<file path="config.mk">
export PLATFORM = sky130hd
export DESIGN_NAME = ip_address_pool_allocator_top
export DESIGN_NICKNAME = d
export VERILOG_FILES = /design/src/rtl/core/ipa_pkg.sv /design/src/rtl/core/ipa_lease_ram.sv /design/src/rtl/core/ip_address_pool_allocator_top.sv
export SDC_FILE = /design/constraint.sdc
export NUM_CORES = 2
export LEC_CHECK = 0
export BUFFER_PORTS_ARGS = -buffer_cell sky130_fd_sc_hd__buf_2
export CAP_MARGIN = 20
export CORE_MARGIN = 2
export CORE_UTILIZATION = 51
export DETAILED_ROUTE_END_ITERATION = 8
export PLACE_DENSITY_LB_ADDON = 0.25
export SYNTH_ARGS = -nofsm -noshare
export SYNTH_HDL_FRONTEND = slang
export SYNTH_SLANG_ARGS = --single-unit
</file>
<file path="constraint.sdc">
create_clock -name i_clk -period 5.2 [get_ports i_clk]
set_input_delay 0 -clock i_clk [delete_from_list [all_inputs] [get_ports i_clk]]
set_output_delay 0 -clock i_clk [all_outputs]
set_load 0.03 [all_outputs]
</file>
<file path="src/rtl/core/ipa_pkg.sv">
// Shared types, constants and helper functions for the IP address pool allocator.
package ipa_pkg;

    localparam int WORD_BITS     = 16;  // lease bits held in one memory word
    localparam int BIT_SEL_W     = 4;   // bit select inside a word
    localparam int FIRST_INDEX   = 10;  // lowest index that can be handed out
    localparam int LAST_TOP_BIT  = 4;   // highest usable bit in the last word of the pool
    localparam int MIN_HOST_BITS = 5;
    localparam int ADDR_W        = 32;
    localparam int TDATA_W       = 32;
    localparam int CFG_ADDR_W    = 2;
    localparam int CFG_DATA_W    = 32;
    localparam int HOST_BITS_W   = 4;

    localparam logic KIND_GET = 1'b0;
    localparam logic KIND_PUT = 1'b1;

    typedef enum logic [CFG_ADDR_W-1:0] {
        CFG_POOL_ENABLED = 2'd0,
        CFG_NETWORK_BASE = 2'd1,
        CFG_HOST_BITS    = 2'd2
    } t_cfg_reg;

    typedef enum logic [2:0] {
        ST_CLEAR,
        ST_IDLE,
        ST_HINT_RD,
        ST_HINT_CHK,
        ST_SCAN,
        ST_PUT_RD,
        ST_PUT_WR,
        ST_DONE
    } t_state;

    typedef logic [WORD_BITS-1:0] t_word;

    typedef struct packed {
        logic                 found;
        logic [BIT_SEL_W-1:0] pos;
    } t_hit;

    // Free entries of a word that lie inside the allocatable range.
    function automatic t_word free_bits(t_word data, logic first_word, logic last_word);
        t_word f;
        f = ~data;
        if (first_word) begin
            f[FIRST_INDEX-1:0] = '0;
        end
        if (last_word) begin
            f[WORD_BITS-1:LAST_TOP_BIT+1] = '0;
        end
        return f;
    endfunction

    // Lowest set bit.
    function automatic t_hit find_first(t_word f);
        t_hit h;
        h = '0;
        for (int i = WORD_BITS - 1; i >= 0; i--) begin
            if (f[i]) begin
                h.found = 1'b1;
                h.pos   = BIT_SEL_W'(i);
            end
        end
        return h;
    endfunction

    function automatic t_word bit_mask(logic [BIT_SEL_W-1:0] pos);
        return t_word'(1) << pos;
    endfunction

endpackage

</file>
<file path="src/rtl/core/ipa_lease_ram.sv">
// Lease bitmap storage: one write port, one registered read port.
module ipa_lease_ram #(
    parameter int ADDR_W = 6
) (
    input  logic                i_clk,
    input  logic                i_we,
    input  logic [ADDR_W-1:0]   i_waddr,
    input  ipa_pkg::t_word      i_wdata,
    input  logic                i_re,
    input  logic [ADDR_W-1:0]   i_raddr,
    output ipa_pkg::t_word      o_rdata
);

    ipa_pkg::t_word mem [2**ADDR_W];
    ipa_pkg::t_word r_rdata;

    always_ff @(posedge i_clk) begin
        if (i_we) begin
            mem[i_waddr] <= i_wdata;
        end
        if (i_re) begin
            r_rdata <= mem[i_raddr];
        end
    end

    assign o_rdata = r_rdata;

endmodule

</file>
<file path="src/rtl/core/ip_address_pool_allocator_top.sv">
// Top level of the IP address pool allocator: sequencer, registers and stream ports.
//
// Hands out and takes back host addresses of one subnet. The lease bitmap sits in a
// memory of 16-bit words and is swept by one word-wide find-first-free unit. After
// reset the block clears every word of the bitmap with s_axis_tready low;
// configuration writes are taken throughout. A request that hits the next-free hint
// passes through ST_HINT_RD and ST_HINT_CHK to ST_DONE, which hands over the result;
// otherwise the scan reads one word per cycle until it finds a free entry or reaches
// the last word of the pool, limited by the single memory read port. A release reads
// its word in ST_PUT_RD and clears its bit in ST_PUT_WR. One transaction is in flight
// at a time; a finished result waits in the output register while the next
// transaction is accepted. Write configuration only while the block is idle.
module ip_address_pool_allocator_top #(
    parameter int MAX_HOST_BITS = 10
) (
    input  logic                                i_clk,
    input  logic                                i_rst_n,
    // configuration
    input  logic                                i_cfg_we,
    input  logic [ipa_pkg::CFG_ADDR_W-1:0]      i_cfg_addr,
    input  logic [ipa_pkg::CFG_DATA_W-1:0]      i_cfg_wdata,
    // request stream
    input  logic                                s_axis_tvalid,
    output logic                                s_axis_tready,
    input  logic [ipa_pkg::TDATA_W-1:0]         s_axis_tdata,  // return_address[31:0]
    input  logic                                s_axis_tuser,  // kind[0]
    // result stream
    output logic                                m_axis_tvalid,
    input  logic                                m_axis_tready,
    output logic [ipa_pkg::TDATA_W-1:0]         m_axis_tdata,  // granted_address[31:0]
    output logic                                m_axis_tuser   // granted[0]
);

    localparam int IDX_W   = MAX_HOST_BITS;
    localparam int WADDR_W = MAX_HOST_BITS - ipa_pkg::BIT_SEL_W;
    localparam int HB_W    = $clog2(MAX_HOST_BITS + 1);

    // configuration registers
    logic                            r_pool_en;
    logic [ipa_pkg::ADDR_W-1:0]      r_net_base;
    logic [ipa_pkg::HOST_BITS_W-1:0] r_host_bits;

    // sequencer state
    ipa_pkg::t_state              r_state, n_state;
    logic [WADDR_W-1:0]           r_clr, n_clr;
    logic [WADDR_W-1:0]           r_scan, n_scan;
    logic [IDX_W-1:0]             r_hint, n_hint;
    logic [IDX_W-1:0]             r_idx, n_idx;
    logic [ipa_pkg::ADDR_W-1:0]   r_res_addr, n_res_addr;
    logic                         r_res_granted, n_res_granted;
    logic [ipa_pkg::ADDR_W-1:0]   r_addr;
    logic                         r_out_valid;
    logic [ipa_pkg::TDATA_W-1:0]  r_out_data;
    logic                         r_out_granted;
    logic                         load_out;

    // memory port
    logic                         mem_we, mem_re;
    logic [WADDR_W-1:0]           mem_waddr, mem_raddr;
    ipa_pkg::t_word               mem_wdata, mem_rdata;

    // derived pool geometry
    logic [4:0]                   hb_wide;
    logic [HB_W-1:0]              hb_eff;
    logic [IDX_W:0]               size_full;
    logic [IDX_W-1:0]             pool_size;
    logic [WADDR_W:0]             lw_full;
    logic [WADDR_W-1:0]           last_word;

    logic [WADDR_W-1:0]           chk_word;
    ipa_pkg::t_word               free_vec;
    ipa_pkg::t_hit                hit;
    logic                         hint_ok;
    logic [IDX_W-1:0]             put_idx;
    logic [IDX_W-1:0]             scan_idx;
    logic                         s_accept;

    assign hb_wide = {1'b0, r_host_bits};

    always_comb begin
        if (hb_wide < 5'(ipa_pkg::MIN_HOST_BITS)) begin
            hb_eff = HB_W'(ipa_pkg::MIN_HOST_BITS);
        end else if (hb_wide > 5'(MAX_HOST_BITS)) begin
            hb_eff = HB_W'(MAX_HOST_BITS);
        end else begin
            hb_eff = HB_W'(hb_wide);
        end
    end

    assign size_full = (IDX_W+1)'(1) << hb_eff;
    assign pool_size = IDX_W'(size_full - (IDX_W+1)'(1));
    assign lw_full   = (WADDR_W+1)'(1) << (hb_eff - HB_W'(ipa_pkg::BIT_SEL_W));
    assign last_word = WADDR_W'(lw_full - (WADDR_W+1)'(1));

    assign chk_word = (r_state == ipa_pkg::ST_HINT_CHK) ? r_hint[IDX_W-1:ipa_pkg::BIT_SEL_W]
                                                        : r_scan;
    assign free_vec = ipa_pkg::free_bits(mem_rdata, chk_word == '0, chk_word == last_word);
    assign hit      = ipa_pkg::find_first(free_vec);
    assign hint_ok  = (r_hint[IDX_W-1:ipa_pkg::BIT_SEL_W] <= last_word)
                      && free_vec[r_hint[ipa_pkg::BIT_SEL_W-1:0]];
    assign put_idx  = r_addr[IDX_W-1:0] & pool_size;
    assign scan_idx = {r_scan, hit.pos};
    assign s_accept = s_axis_tvalid && s_axis_tready;

    ipa_lease_ram #(
        .ADDR_W (WADDR_W)
    ) u_lease_ram (
        .i_clk   (i_clk),
        .i_we    (mem_we),
        .i_waddr (mem_waddr),
        .i_wdata (mem_wdata),
        .i_re    (mem_re),
        .i_raddr (mem_raddr),
        .o_rdata (mem_rdata)
    );

    // configuration writes
    always_ff @(posedge i_clk) begin
        if (!i_rst_n) begin
            r_pool_en   <= 1'b0;
            r_net_base  <= '0;
            r_host_bits <= ipa_pkg::HOST_BITS_W'(10);
        end else if (i_cfg_we) begin
            unique case (i_cfg_addr)
                ipa_pkg::CFG_POOL_ENABLED: r_pool_en   <= i_cfg_wdata[0];
                ipa_pkg::CFG_NETWORK_BASE: r_net_base  <= i_cfg_wdata[ipa_pkg::ADDR_W-1:0];
                ipa_pkg::CFG_HOST_BITS:    r_host_bits <= i_cfg_wdata[ipa_pkg::HOST_BITS_W-1:0];
                default: ;
            endcase
        end
    end

    always_ff @(posedge i_clk) begin
        if (!i_rst_n) begin
            r_state       <= ipa_pkg::ST_CLEAR;
            r_clr         <= '0;
            r_hint        <= IDX_W'(ipa_pkg::FIRST_INDEX);
            r_out_valid   <= 1'b0;
        end else begin
            r_state <= n_state;
            r_clr   <= n_clr;
            r_hint  <= n_hint;
            if (load_out) begin
                r_out_valid <= 1'b1;
            end else if (m_axis_tready) begin
                r_out_valid <= 1'b0;
            end
        end
    end

    // payload registers
    always_ff @(posedge i_clk) begin
        r_scan        <= n_scan;
        r_idx         <= n_idx;
        r_res_addr    <= n_res_addr;
        r_res_granted <= n_res_granted;
        if (s_accept) begin
            r_addr <= s_axis_tdata[ipa_pkg::ADDR_W-1:0];
        end
        if (load_out) begin
            r_out_data    <= r_res_addr;
            r_out_granted <= r_res_granted;
        end
    end

    always_comb begin
        n_state       = r_state;
        n_clr         = r_clr;
        n_scan        = r_scan;
        n_hint        = r_hint;
        n_idx         = r_idx;
        n_res_addr    = r_res_addr;
        n_res_granted = r_res_granted;
        mem_we        = 1'b0;
        mem_waddr     = '0;
        mem_wdata     = '0;
        mem_re        = 1'b0;
        mem_raddr     = '0;
        s_axis_tready = 1'b0;
        load_out      = 1'b0;

        unique case (r_state)
            ipa_pkg::ST_CLEAR: begin
                mem_we    = 1'b1;
                mem_waddr = r_clr;
                n_clr     = r_clr + WADDR_W'(1);
                if (&r_clr) begin
                    n_state = ipa_pkg::ST_IDLE;
                end
            end
            ipa_pkg::ST_IDLE: begin
                s_axis_tready = 1'b1;
                if (s_axis_tvalid) begin
                    n_res_addr    = '0;
                    n_res_granted = 1'b0;
                    if (!r_pool_en) begin
                        n_state = ipa_pkg::ST_DONE;
                    end else if (s_axis_tuser == ipa_pkg::KIND_GET) begin
                        n_state = ipa_pkg::ST_HINT_RD;
                    end else begin
                        n_state = ipa_pkg::ST_PUT_RD;
                    end
                end
            end
            ipa_pkg::ST_HINT_RD: begin
                mem_re    = 1'b1;
                mem_raddr = r_hint[IDX_W-1:ipa_pkg::BIT_SEL_W];
                n_state   = ipa_pkg::ST_HINT_CHK;
            end
            ipa_pkg::ST_HINT_CHK: begin
                if (hint_ok) begin
                    mem_we        = 1'b1;
                    mem_waddr     = r_hint[IDX_W-1:ipa_pkg::BIT_SEL_W];
                    mem_wdata     = mem_rdata
                                    | ipa_pkg::bit_mask(r_hint[ipa_pkg::BIT_SEL_W-1:0]);
                    n_hint        = r_hint + IDX_W'(1);
                    n_res_addr    = r_net_base + ipa_pkg::ADDR_W'(r_hint);
                    n_res_granted = 1'b1;
                    n_state       = ipa_pkg::ST_DONE;
                end else begin
                    // hint missed: sweep from the first word
                    mem_re    = 1'b1;
                    mem_raddr = '0;
                    n_scan    = '0;
                    n_state   = ipa_pkg::ST_SCAN;
                end
            end
            ipa_pkg::ST_SCAN: begin
                // read of the following word overlaps the check of this one
                mem_re    = 1'b1;
                mem_raddr = r_scan + WADDR_W'(1);
                if (hit.found) begin
                    mem_we        = 1'b1;
                    mem_waddr     = r_scan;
                    mem_wdata     = mem_rdata | ipa_pkg::bit_mask(hit.pos);
                    n_hint        = scan_idx + IDX_W'(1);
                    n_res_addr    = r_net_base + ipa_pkg::ADDR_W'(scan_idx);
                    n_res_granted = 1'b1;
                    n_state       = ipa_pkg::ST_DONE;
                end else if (r_scan == last_word) begin
                    n_state = ipa_pkg::ST_DONE;
                end else begin
                    n_scan = r_scan + WADDR_W'(1);
                end
            end
            ipa_pkg::ST_PUT_RD: begin
                // all-ones host part has no entry
                if (put_idx == pool_size) begin
                    n_state = ipa_pkg::ST_DONE;
                end else begin
                    mem_re    = 1'b1;
                    mem_raddr = put_idx[IDX_W-1:ipa_pkg::BIT_SEL_W];
                    n_idx     = put_idx;
                    n_state   = ipa_pkg::ST_PUT_WR;
                end
            end
            ipa_pkg::ST_PUT_WR: begin
                mem_we    = 1'b1;
                mem_waddr = r_idx[IDX_W-1:ipa_pkg::BIT_SEL_W];
                mem_wdata = mem_rdata & ~ipa_pkg::bit_mask(r_idx[ipa_pkg::BIT_SEL_W-1:0]);
                n_hint    = r_idx;
                n_state   = ipa_pkg::ST_DONE;
            end
            ipa_pkg::ST_DONE: begin
                if (!r_out_valid || m_axis_tready) begin
                    load_out = 1'b1;
                    n_state  = ipa_pkg::ST_IDLE;
                end
            end
            default: begin
                n_state = ipa_pkg::ST_IDLE;
            end
        endcase
    end

    assign m_axis_tvalid = r_out_valid;
    assign m_axis_tdata  = r_out_data;
    assign m_axis_tuser  = r_out_granted;

    // checks
    a_write_states: assert property (@(posedge i_clk) disable iff (!i_rst_n)
        mem_we |-> (r_state == ipa_pkg::ST_CLEAR || r_state == ipa_pkg::ST_HINT_CHK
                    || r_state == ipa_pkg::ST_SCAN || r_state == ipa_pkg::ST_PUT_WR))
        else $error("bitmap written outside a write state");

    a_clear_ends: assert property (@(posedge i_clk) disable iff (!i_rst_n)
        (r_state == ipa_pkg::ST_CLEAR && (&r_clr)) |=> r_state == ipa_pkg::ST_IDLE)
        else $error("clearing pass did not end in idle");

    a_result_from_done: assert property (@(posedge i_clk) disable iff (!i_rst_n)
        $rose(r_out_valid) |-> $past(r_state == ipa_pkg::ST_DONE))
        else $error("result loaded outside done state");

    a_zero_when_refused: assert property (@(posedge i_clk) disable iff (!i_rst_n)
        (m_axis_tvalid && !m_axis_tuser) |-> m_axis_tdata == '0)
        else $error("non-zero address without grant");

endmodule
</file>
## Word-level counts from Yosys, hierarchy flattened

Memory sizes are Yosys's and may differ from the RTL's. A register that Yosys moved wholly into a read port is not among the register bits.
Cells that the tools add are included.

| word-level totals | value |
|---|---|
| latch bits | 0 |
| ROM bits | 0 |
| input port bits | 72 |
| register bits | 149 |
| RAM bits | 1024 |
| memories kept | 1 |

| cells by class | value |
|---|---|
| shift-type cells | 5 |
| multiply operators | 0 |
| order comparisons | 4 |
| bitwise gates (word level) | 7 |
| mux-type cells | 69 |
| divide/modulo/power cells | 0 |
| reductions and logical operators | 22 |
| equal/unequal tests | 21 |
| add/subtract/negate cells | 9 |

Memory list:

| memory | words | bits a word | read ports | clocked after Yosys merged registers in | write ports | line | text |
|---|---|---|---|---|---|---|---|
| u_lease_ram.mem | 64 | 16 | 1 | 1 | 1 | ipa_lease_ram.sv:14 | `ipa_pkg::t_word mem [2**ADDR_W];` |

Operators with widths:

| cell | count |
|---|---|
| $mux 32 | 3 |
| $pmux 32 s3 | 1 |
| $mux 5 | 16 |
| $add 32x10->32 | 2 |
| $pmux 16 s3 | 1 |
| $shl 1x4->16 const A | 3 |
| $mux 6 | 7 |
| $mux 16 | 2 |
| $not 16->16 | 2 |
| $or 16x16->16 | 2 |
| $mux 10 | 3 |
| $pmux 10 s3 | 1 |
| $pmux 3 s8 | 1 |
| $pmux 6 s4 | 1 |
| $mux 3 | 7 |
| $add 10x1->10 const B | 2 |
| $pmux 6 s3 | 1 |
| $and 16x16->16 | 1 |
| $mux 1 | 16 |
| $ne 2x2->1 const B | 8 |
| $add 6x1->6 const B | 2 |
| $eq 3x3->1 const B | 4 |
| $eq 6x6->1 | 2 |
| $pmux 6 s2 | 1 |
| 35 further kinds | 48 |

## Depth between registers and ports, before layout

| depth | value |
|---|---|
| word-level depth | 28 |
| depth in mapped cells | 25 |
| depth with buffers taken out | 23 |

## Cells and area by module

A second synthesis with hierarchy kept.

| unflattened totals | value |
|---|---|
| cells, all modules | 2749 |
| area total of the unflattened synthesis | 48718.0 µm² |

By module, submodules not included:

| module | area an instance (µm²) | seq. area each (µm²) | cells each | instances |
|---|---|---|---|---|
| ipa_lease_ram | 40202.3 | 31230.0 | 1829 | 1 |
| ip_address_pool_allocator_top | 8515.7 | 3903.7 | 920 | 1 |

## Worst setup path after synthesis

No wires, ideal clock.

| path | value |
|---|---|
| path kind | register -> register |
| from | reg r_host_bits[2] (netlist name) |
| to | mem u_lease_ram.mem[0][4] (netlist name), data pin |
| clock period less this slack | 5.278 ns |
| path slack | -0.078 ns |
| required time | 4.633 ns |
| library setup time | 0.567 ns |
| stages on the path, launching flop included | 17 |
| data arrival time | 4.711 ns |
| cells stage by stage | dfxtp_1 -> buf_2 -> nand2_1 -> nand2_1 -> ha_1 -> and3_1 -> or3_1 -> ha_1 -> o21ai_0 -> a21oi_1 -> nor3_1 -> a2bb2oi_2 -> nand2_1 -> buf_4 -> clkbuf_1 -> clkbuf_1 -> o221ai_1 |

| on the way | value |
|---|---|
| cells in the longest elaborated chain, start to end | 28 |
| elaborated cells on any way between the ends | 34 |
| those cells by class | add/sub (2); order compare (3); eq/ne (1); shift (2); mux (24); bitwise (1); reduce/logical (1) |

Ends and longest elaborated chain:

| element | line | text |
|---|---|---|
| start, declared | ip_address_pool_allocator_top.sv:41 | `logic [ipa_pkg::HOST_BITS_W-1:0] r_host_bits;` |
| start signal, assigned | ip_address_pool_allocator_top.sv:122 | `r_host_bits <= ipa_pkg::HOST_BITS_W'(10);` |
| start signal, assigned | ip_address_pool_allocator_top.sv:127 | `ipa_pkg::CFG_HOST_BITS: r_host_bits <= i_cfg_wdata[ipa_pkg::HOST_BITS_W-1:0];` |
| $gt 4x4->1 | ip_address_pool_allocator_top.sv:83 | `end else if (hb_wide > 5'(MAX_HOST_BITS)) begin` |
| $mux 4 | ip_address_pool_allocator_top.sv:83 |  |
| $mux 4 * | ip_address_pool_allocator_top.sv:81 | `if (hb_wide < 5'(ipa_pkg::MIN_HOST_BITS)) begin` |
| $sub 4x3->4 * | ip_address_pool_allocator_top.sv:92 | `assign lw_full = (WADDR_W+1)'(1) << (hb_eff - HB_W'(ipa_pkg::BIT_SEL_W));` |
| $shl 1x4->6 * | ip_address_pool_allocator_top.sv:92 |  |
| $sub 6x1->6 * | ip_address_pool_allocator_top.sv:93 | `assign last_word = WADDR_W'(lw_full - (WADDR_W+1)'(1));` |
| $eq 6x6->1 | ip_address_pool_allocator_top.sv:97 | `assign free_vec = ipa_pkg::free_bits(mem_rdata, chk_word == '0, chk_word == last_word);` |
| $mux 11 | ipa_pkg.sv:49 | `if (last_word) begin` |
| $mux 5 (16 in series) | ipa_pkg.sv:60 | `if (f[i]) begin` |
| $shl 1x4->16 | ipa_pkg.sv:69 | `return t_word'(1) << pos;` |
| $or 16x16->16 | ip_address_pool_allocator_top.sv:235 | `mem_wdata = mem_rdata \| ipa_pkg::bit_mask(hit.pos);` |
| $mux 16 | ip_address_pool_allocator_top.sv:232 | `if (hit.found) begin` |
| $pmux 16 s3 * | ip_address_pool_allocator_top.sv:182 | `unique case (r_state)` |
| net mem_wdata[4] | ip_address_pool_allocator_top.sv:60 | `ipa_pkg::t_word mem_wdata, mem_rdata;` |
| end, declared | ipa_lease_ram.sv:14 |  |

The timed path passes the listed nets; every way through them passes the cells marked *. The select of a mux whose other input is x is not followed.

## Worst setup path in the final report

| path | value |
|---|---|
| from | reg r_host_bits[1] (netlist name) |
| to | reg r_res_addr[13] (netlist name), data pin |

| on the way | value |
|---|---|
| cells in the longest elaborated chain, start to end | 27 |
| elaborated cells on any way between the ends | 28 |
| those cells by class | add/sub (3); order compare (2); eq/ne (1); shift (1); mux (21) |

Ends and longest elaborated chain:

| element | line | text |
|---|---|---|
| $gt 4x4->1 | ip_address_pool_allocator_top.sv:83 |  |
| $mux 4 | ip_address_pool_allocator_top.sv:83 |  |
| $mux 4 * | ip_address_pool_allocator_top.sv:81 |  |
| $sub 4x3->4 * | ip_address_pool_allocator_top.sv:92 |  |
| $shl 1x4->6 * | ip_address_pool_allocator_top.sv:92 |  |
| $sub 6x1->6 * | ip_address_pool_allocator_top.sv:93 |  |
| $eq 6x6->1 * | ip_address_pool_allocator_top.sv:97 |  |
| $mux 11 * | ipa_pkg.sv:49 |  |
| $mux 5 (10 in series) | ipa_pkg.sv:60 |  |
| $mux 5 * (6 in series) | ipa_pkg.sv:60 |  |
| $add 32x10->32 * | ip_address_pool_allocator_top.sv:237 | `n_res_addr = r_net_base + ipa_pkg::ADDR_W'(scan_idx);` |
| $mux 32 * | ip_address_pool_allocator_top.sv:232 |  |
| $pmux 32 s3 * | ip_address_pool_allocator_top.sv:182 |  |
| end signal, assigned | ip_address_pool_allocator_top.sv:155 | `r_res_addr <= n_res_addr;` |
| end, declared | ip_address_pool_allocator_top.sv:49 | `logic [ipa_pkg::ADDR_W-1:0] r_res_addr, n_res_addr;` |

Mark *: on every way between the ends. The rest lies on a longest branch, timed or not. The select of a mux whose other input is x is not followed.
A chain may end at the register's enable or synchronous reset.

==> results.cfg <==
[power]
swShare_pct = 27.98
p_clk_share_pct = 33.4
combPwrFrac_pct = 17.5
p_sw_mw = 6.854
ir_worst_vdd_uv = 298.3
p_int_mw = 17.64
p_seq_share_pct = 49.2
p_leak_nw = 20.46
cellPowerDensity_nw_per_um2 = 430.4

[worst_setup_path]
cp_max_fo = 11
r2r-end = r_res_addr[13]$_SDFFCE_PN0P_
max_stage_delay_ns = 0.39
path_depth = 20
reg2reg_depth = 20
end_kind = flip-flop
cp.arrival_ns = 5.26
cpMaxStageDelayCell = dfxtp_2
crit_path_start_kind = flip-flop
cpLargestDelayFamily = compound AO/OA/AOI/OAI gates
reg2reg_from = r_host_bits[1]$_SDFFE_PN1P_
path_cells = nand2_1 -> nand2_1 -> ha_2 -> a21oi_1 -> o31ai_1 -> nand4_1 -> buf_4 -> o31ai_1 -> o21ai_0 -> ha_1 -> a21o_1 -> a21oi_1 -> o21ai_0 -> a21oi_1 -> o21ai_0 -> a31oi_1 -> o21bai_2 -> and4_1 -> xnor2_1 -> nor2_1
worstPathRequired_ns = 5.63
ff2ff_setup_slack_ns = 0.37
path_class = flip-flop to flip-flop
path_buf_inv = 1

[route]
ant_nets = 0
wire_per_inst_um = 24.08
vias = 31770
vias_per_cell = 5.956
firstDrtPassIters = 8
drc = 0
drtIter0Drc = 3649
finalWirelength_um = 128400

[timing]
finalHoldViolCount = 0
fin_setup_tns_ns = 0
slew_viol_final = 0
maxSlewHeadroom_pct = 17.36
rsz0062_at_grt = false
timing.fmax_ghz = 0.2070
worst_pin_slew_ns = 1.228
setup_viol = 0
finalClockSkew_ns = 0.03215
finalCritPeriodShare_pct = 92.89
period_minus_slack_ns = 4.831

[synthesis]
synth_top_flop_cell = edfxtp_1
synth-seq-area-share_pct = 71.33
netlist_area_um2 = 49260
ys_ff_latch = 1189
async_reset_ff_share_pct = 0
syn_inst = 3711
synth_edf_count = 1132
synth_warnings = 0
ys_top_cells_by_area = edfxtp_1 (69%), nand2_1 (6.2%), mux2i_1 (3.9%)
yosys.area.top_type = edfxtp_1
yosysTopAreaCellShare_pct = 69.01
syn_area_per_cell_um2 = 13.27
ys_types = 85

[finish]
drive_above_1_share_pct = 12.75
n_antenna_cell = 0
fillers = 7314
multi_input_area_um2 = 13390
final_util_pct = 59.72
seq_area_um2 = 35130
final_cell_mix = edfxtp_1 (1,132), nand2_1 (808), nand3_1 (302)
final_common_cell = edfxtp_1
fin_nets = 4074
syn_to_final_growth_pct = 15.54

[floorplanning]
die_area_um2 = 99080
fp.coreArea_um2 = 95290
num_rows = 113
die_w_um = 314.8
die_h_um = 314.8
initial_core_util_pct = 51.69
io_pins = 107

[grt]
grt_pass1_wl_um = 189500
grt_overflow = 0
antenna_found_initial = 3
grt_max_degree = 91
grt_pass1_vias = 30357
grt_usage_pct = 25.60

[min_path]
hold_class = input port to flip-flop
worstHoldPathCells = 2
min_from = s_axis_tdata[7]
whs_endpoint = r_addr[7]$_DFFE_PP_

[clocking]
cts_tree = done
htree_levels = 3
cts_root_buffer = clkbuf_16
clk_pin_slew_ns = 0.06
worstSkewPairLatency_ns = 0.71
cts_buffer_depth = 3
clock_sinks = 1189
cts_buffers = 116

[placed_design]
gp_routability_congestion = 0.9298
dpl.hpwl_um = 74660
io_buffers = 84

[flow_run]
maxCapViolCount = 0

[outcome]
outcome = complete, no violations
==> power by group through the flow <==
stage | sequential [mW] | combinational (mW) | clock [mW]
after floorplan | 12.2 | 2.43 | 0
after global placement | 12.2 | 4.06 | 0
after detailed placement | 12.2 | 4.13 | 0
after CTS | 12.0 | 4.20 | 8.27
after global routing | 12.1 | 4.59 | 8.63
final | 12.0 | 4.28 | 8.18
==> worst max-delay path by stage <==
stage                                      end                   startpoint
6_report          r_res_addr[13]$_SDFFCE_PN0P_  r_host_bits[1]$_SDFFE_PN1P_
5_1_grt           r_res_addr[13]$_SDFFCE_PN0P_  r_host_bits[1]$_SDFFE_PN1P_
4_1_cts           r_res_addr[14]$_SDFFCE_PN0P_  r_host_bits[1]$_SDFFE_PN1P_
3_5_place_dp      r_res_addr[28]$_SDFFCE_PN0P_  r_host_bits[1]$_SDFFE_PN1P_
3_3_place_gp      r_res_addr[22]$_SDFFCE_PN0P_  r_host_bits[1]$_SDFFE_PN1P_
2_1_floorplan  u_lease_ram.mem[0][1]$_DFFE_PP_  r_host_bits[2]$_SDFFE_PN0P_
==> per-layer routing <==
layer / wire (um) / global-route usage [%] / vias up
met5: 13 / 0 / -
met4: 5326 / 10.39 / 2
met3: 9940 / 3.927 / 243
met1: 52190 / 34.98 / 15682
met2: 60960 / 41.37 / 1417
li1: - / - / 14426
==> layout make-up <==
| class | instances | area share (%) |
|---|---|---|
| tap | 1265 | 2.781 |
| multi-input combinational | 2262 | 23.52 |
| clock inverter | 61 | 1.009 |
| clock buffer | 148 | 5.422 |
| timing repair buffer | 369 | 5.268 |
| inverter | 40 | 0.2638 |
| sequential | 1189 | 61.74 |
==> what timing repair did <==
action                                  CTS  global route
resized for setup                         0             8
buffers inserted                          0             5
hold buffers                             87             0
endpoints found under the setup margin    0            23
hold endpoints to repair                 60             0
==> flip-flops by register name, summed over array words and instances (netlist names), 3 cells and up <==
register and cells:
r_addr 10, u_lease_ram.o_rdata 16, r_idx 10, r_host_bits 4
r_net_base 32, r_clr 6, r_hint 10, m_axis_tdata 32
r_res_addr 32, u_lease_ram.mem 1024, r_scan 6, r_state 3
==> cells by family (layout without fill, tap and decap cells) <==
family | Yosys count | after routing | share of synthesized area, %
simple gates | 1448 | 1448 | 12.84
flops | 1189 | 1189 | 71.33
other cells | 1 | 4 | 0.007613
fa+ha+maj | 24 | 24 | 0.6249
compound gates | 521 | 521 | 7.184
buf+inv | 263 | 618 | 2.246
mux | 216 | 216 | 4.903
xor+xnor | 49 | 49 | 0.8713
==> synthesized netlist by cell type, drive strengths merged, types with 19 or more instances <==
| cell type | instances |
|---|---|
| a211oi | 36 |
| nand3 | 302 |
| nor2b | 23 |
| dfxtp | 57 |
| nand4 | 19 |
| ha | 23 |
| buf | 94 |
| o221ai | 20 |
| and3 | 33 |
| nor2 | 158 |
| mux4 | 20 |
| edfxtp | 1132 |
| a32oi | 65 |
| nand2 | 811 |
| clkbuf | 129 |
| a21oi | 171 |
| xor2 | 26 |
| mux2i | 194 |
| xnor2 | 23 |
| a31oi | 83 |
| nor4 | 34 |
| o21ai | 40 |
| inv | 40 |
==> through the flow <==
stage / std cells / area, um^2 / setup WS, ns / power, mW / hold WS, ns
2_1_floorplan: 3714 / 49270 / -0.02365 / 14.63 / 0.09887
3_3_place_gp: 5031 / 52280 / 0.2128 / 16.28 / 0.1792
3_5_place_dp: 5032 / 52300 / 0.04651 / 16.36 / 0.1797
4_1_cts: 5328 / 56830 / 0.03598 / 24.50 / 0.0005485
5_1_grt: 5334 / 56910 / 0.007144 / 25.31 / 0.01593
6_report: 5334 / 56910 / 0.3695 / 24.50 / 0.02875
Power figures use the tool's default switching activity.
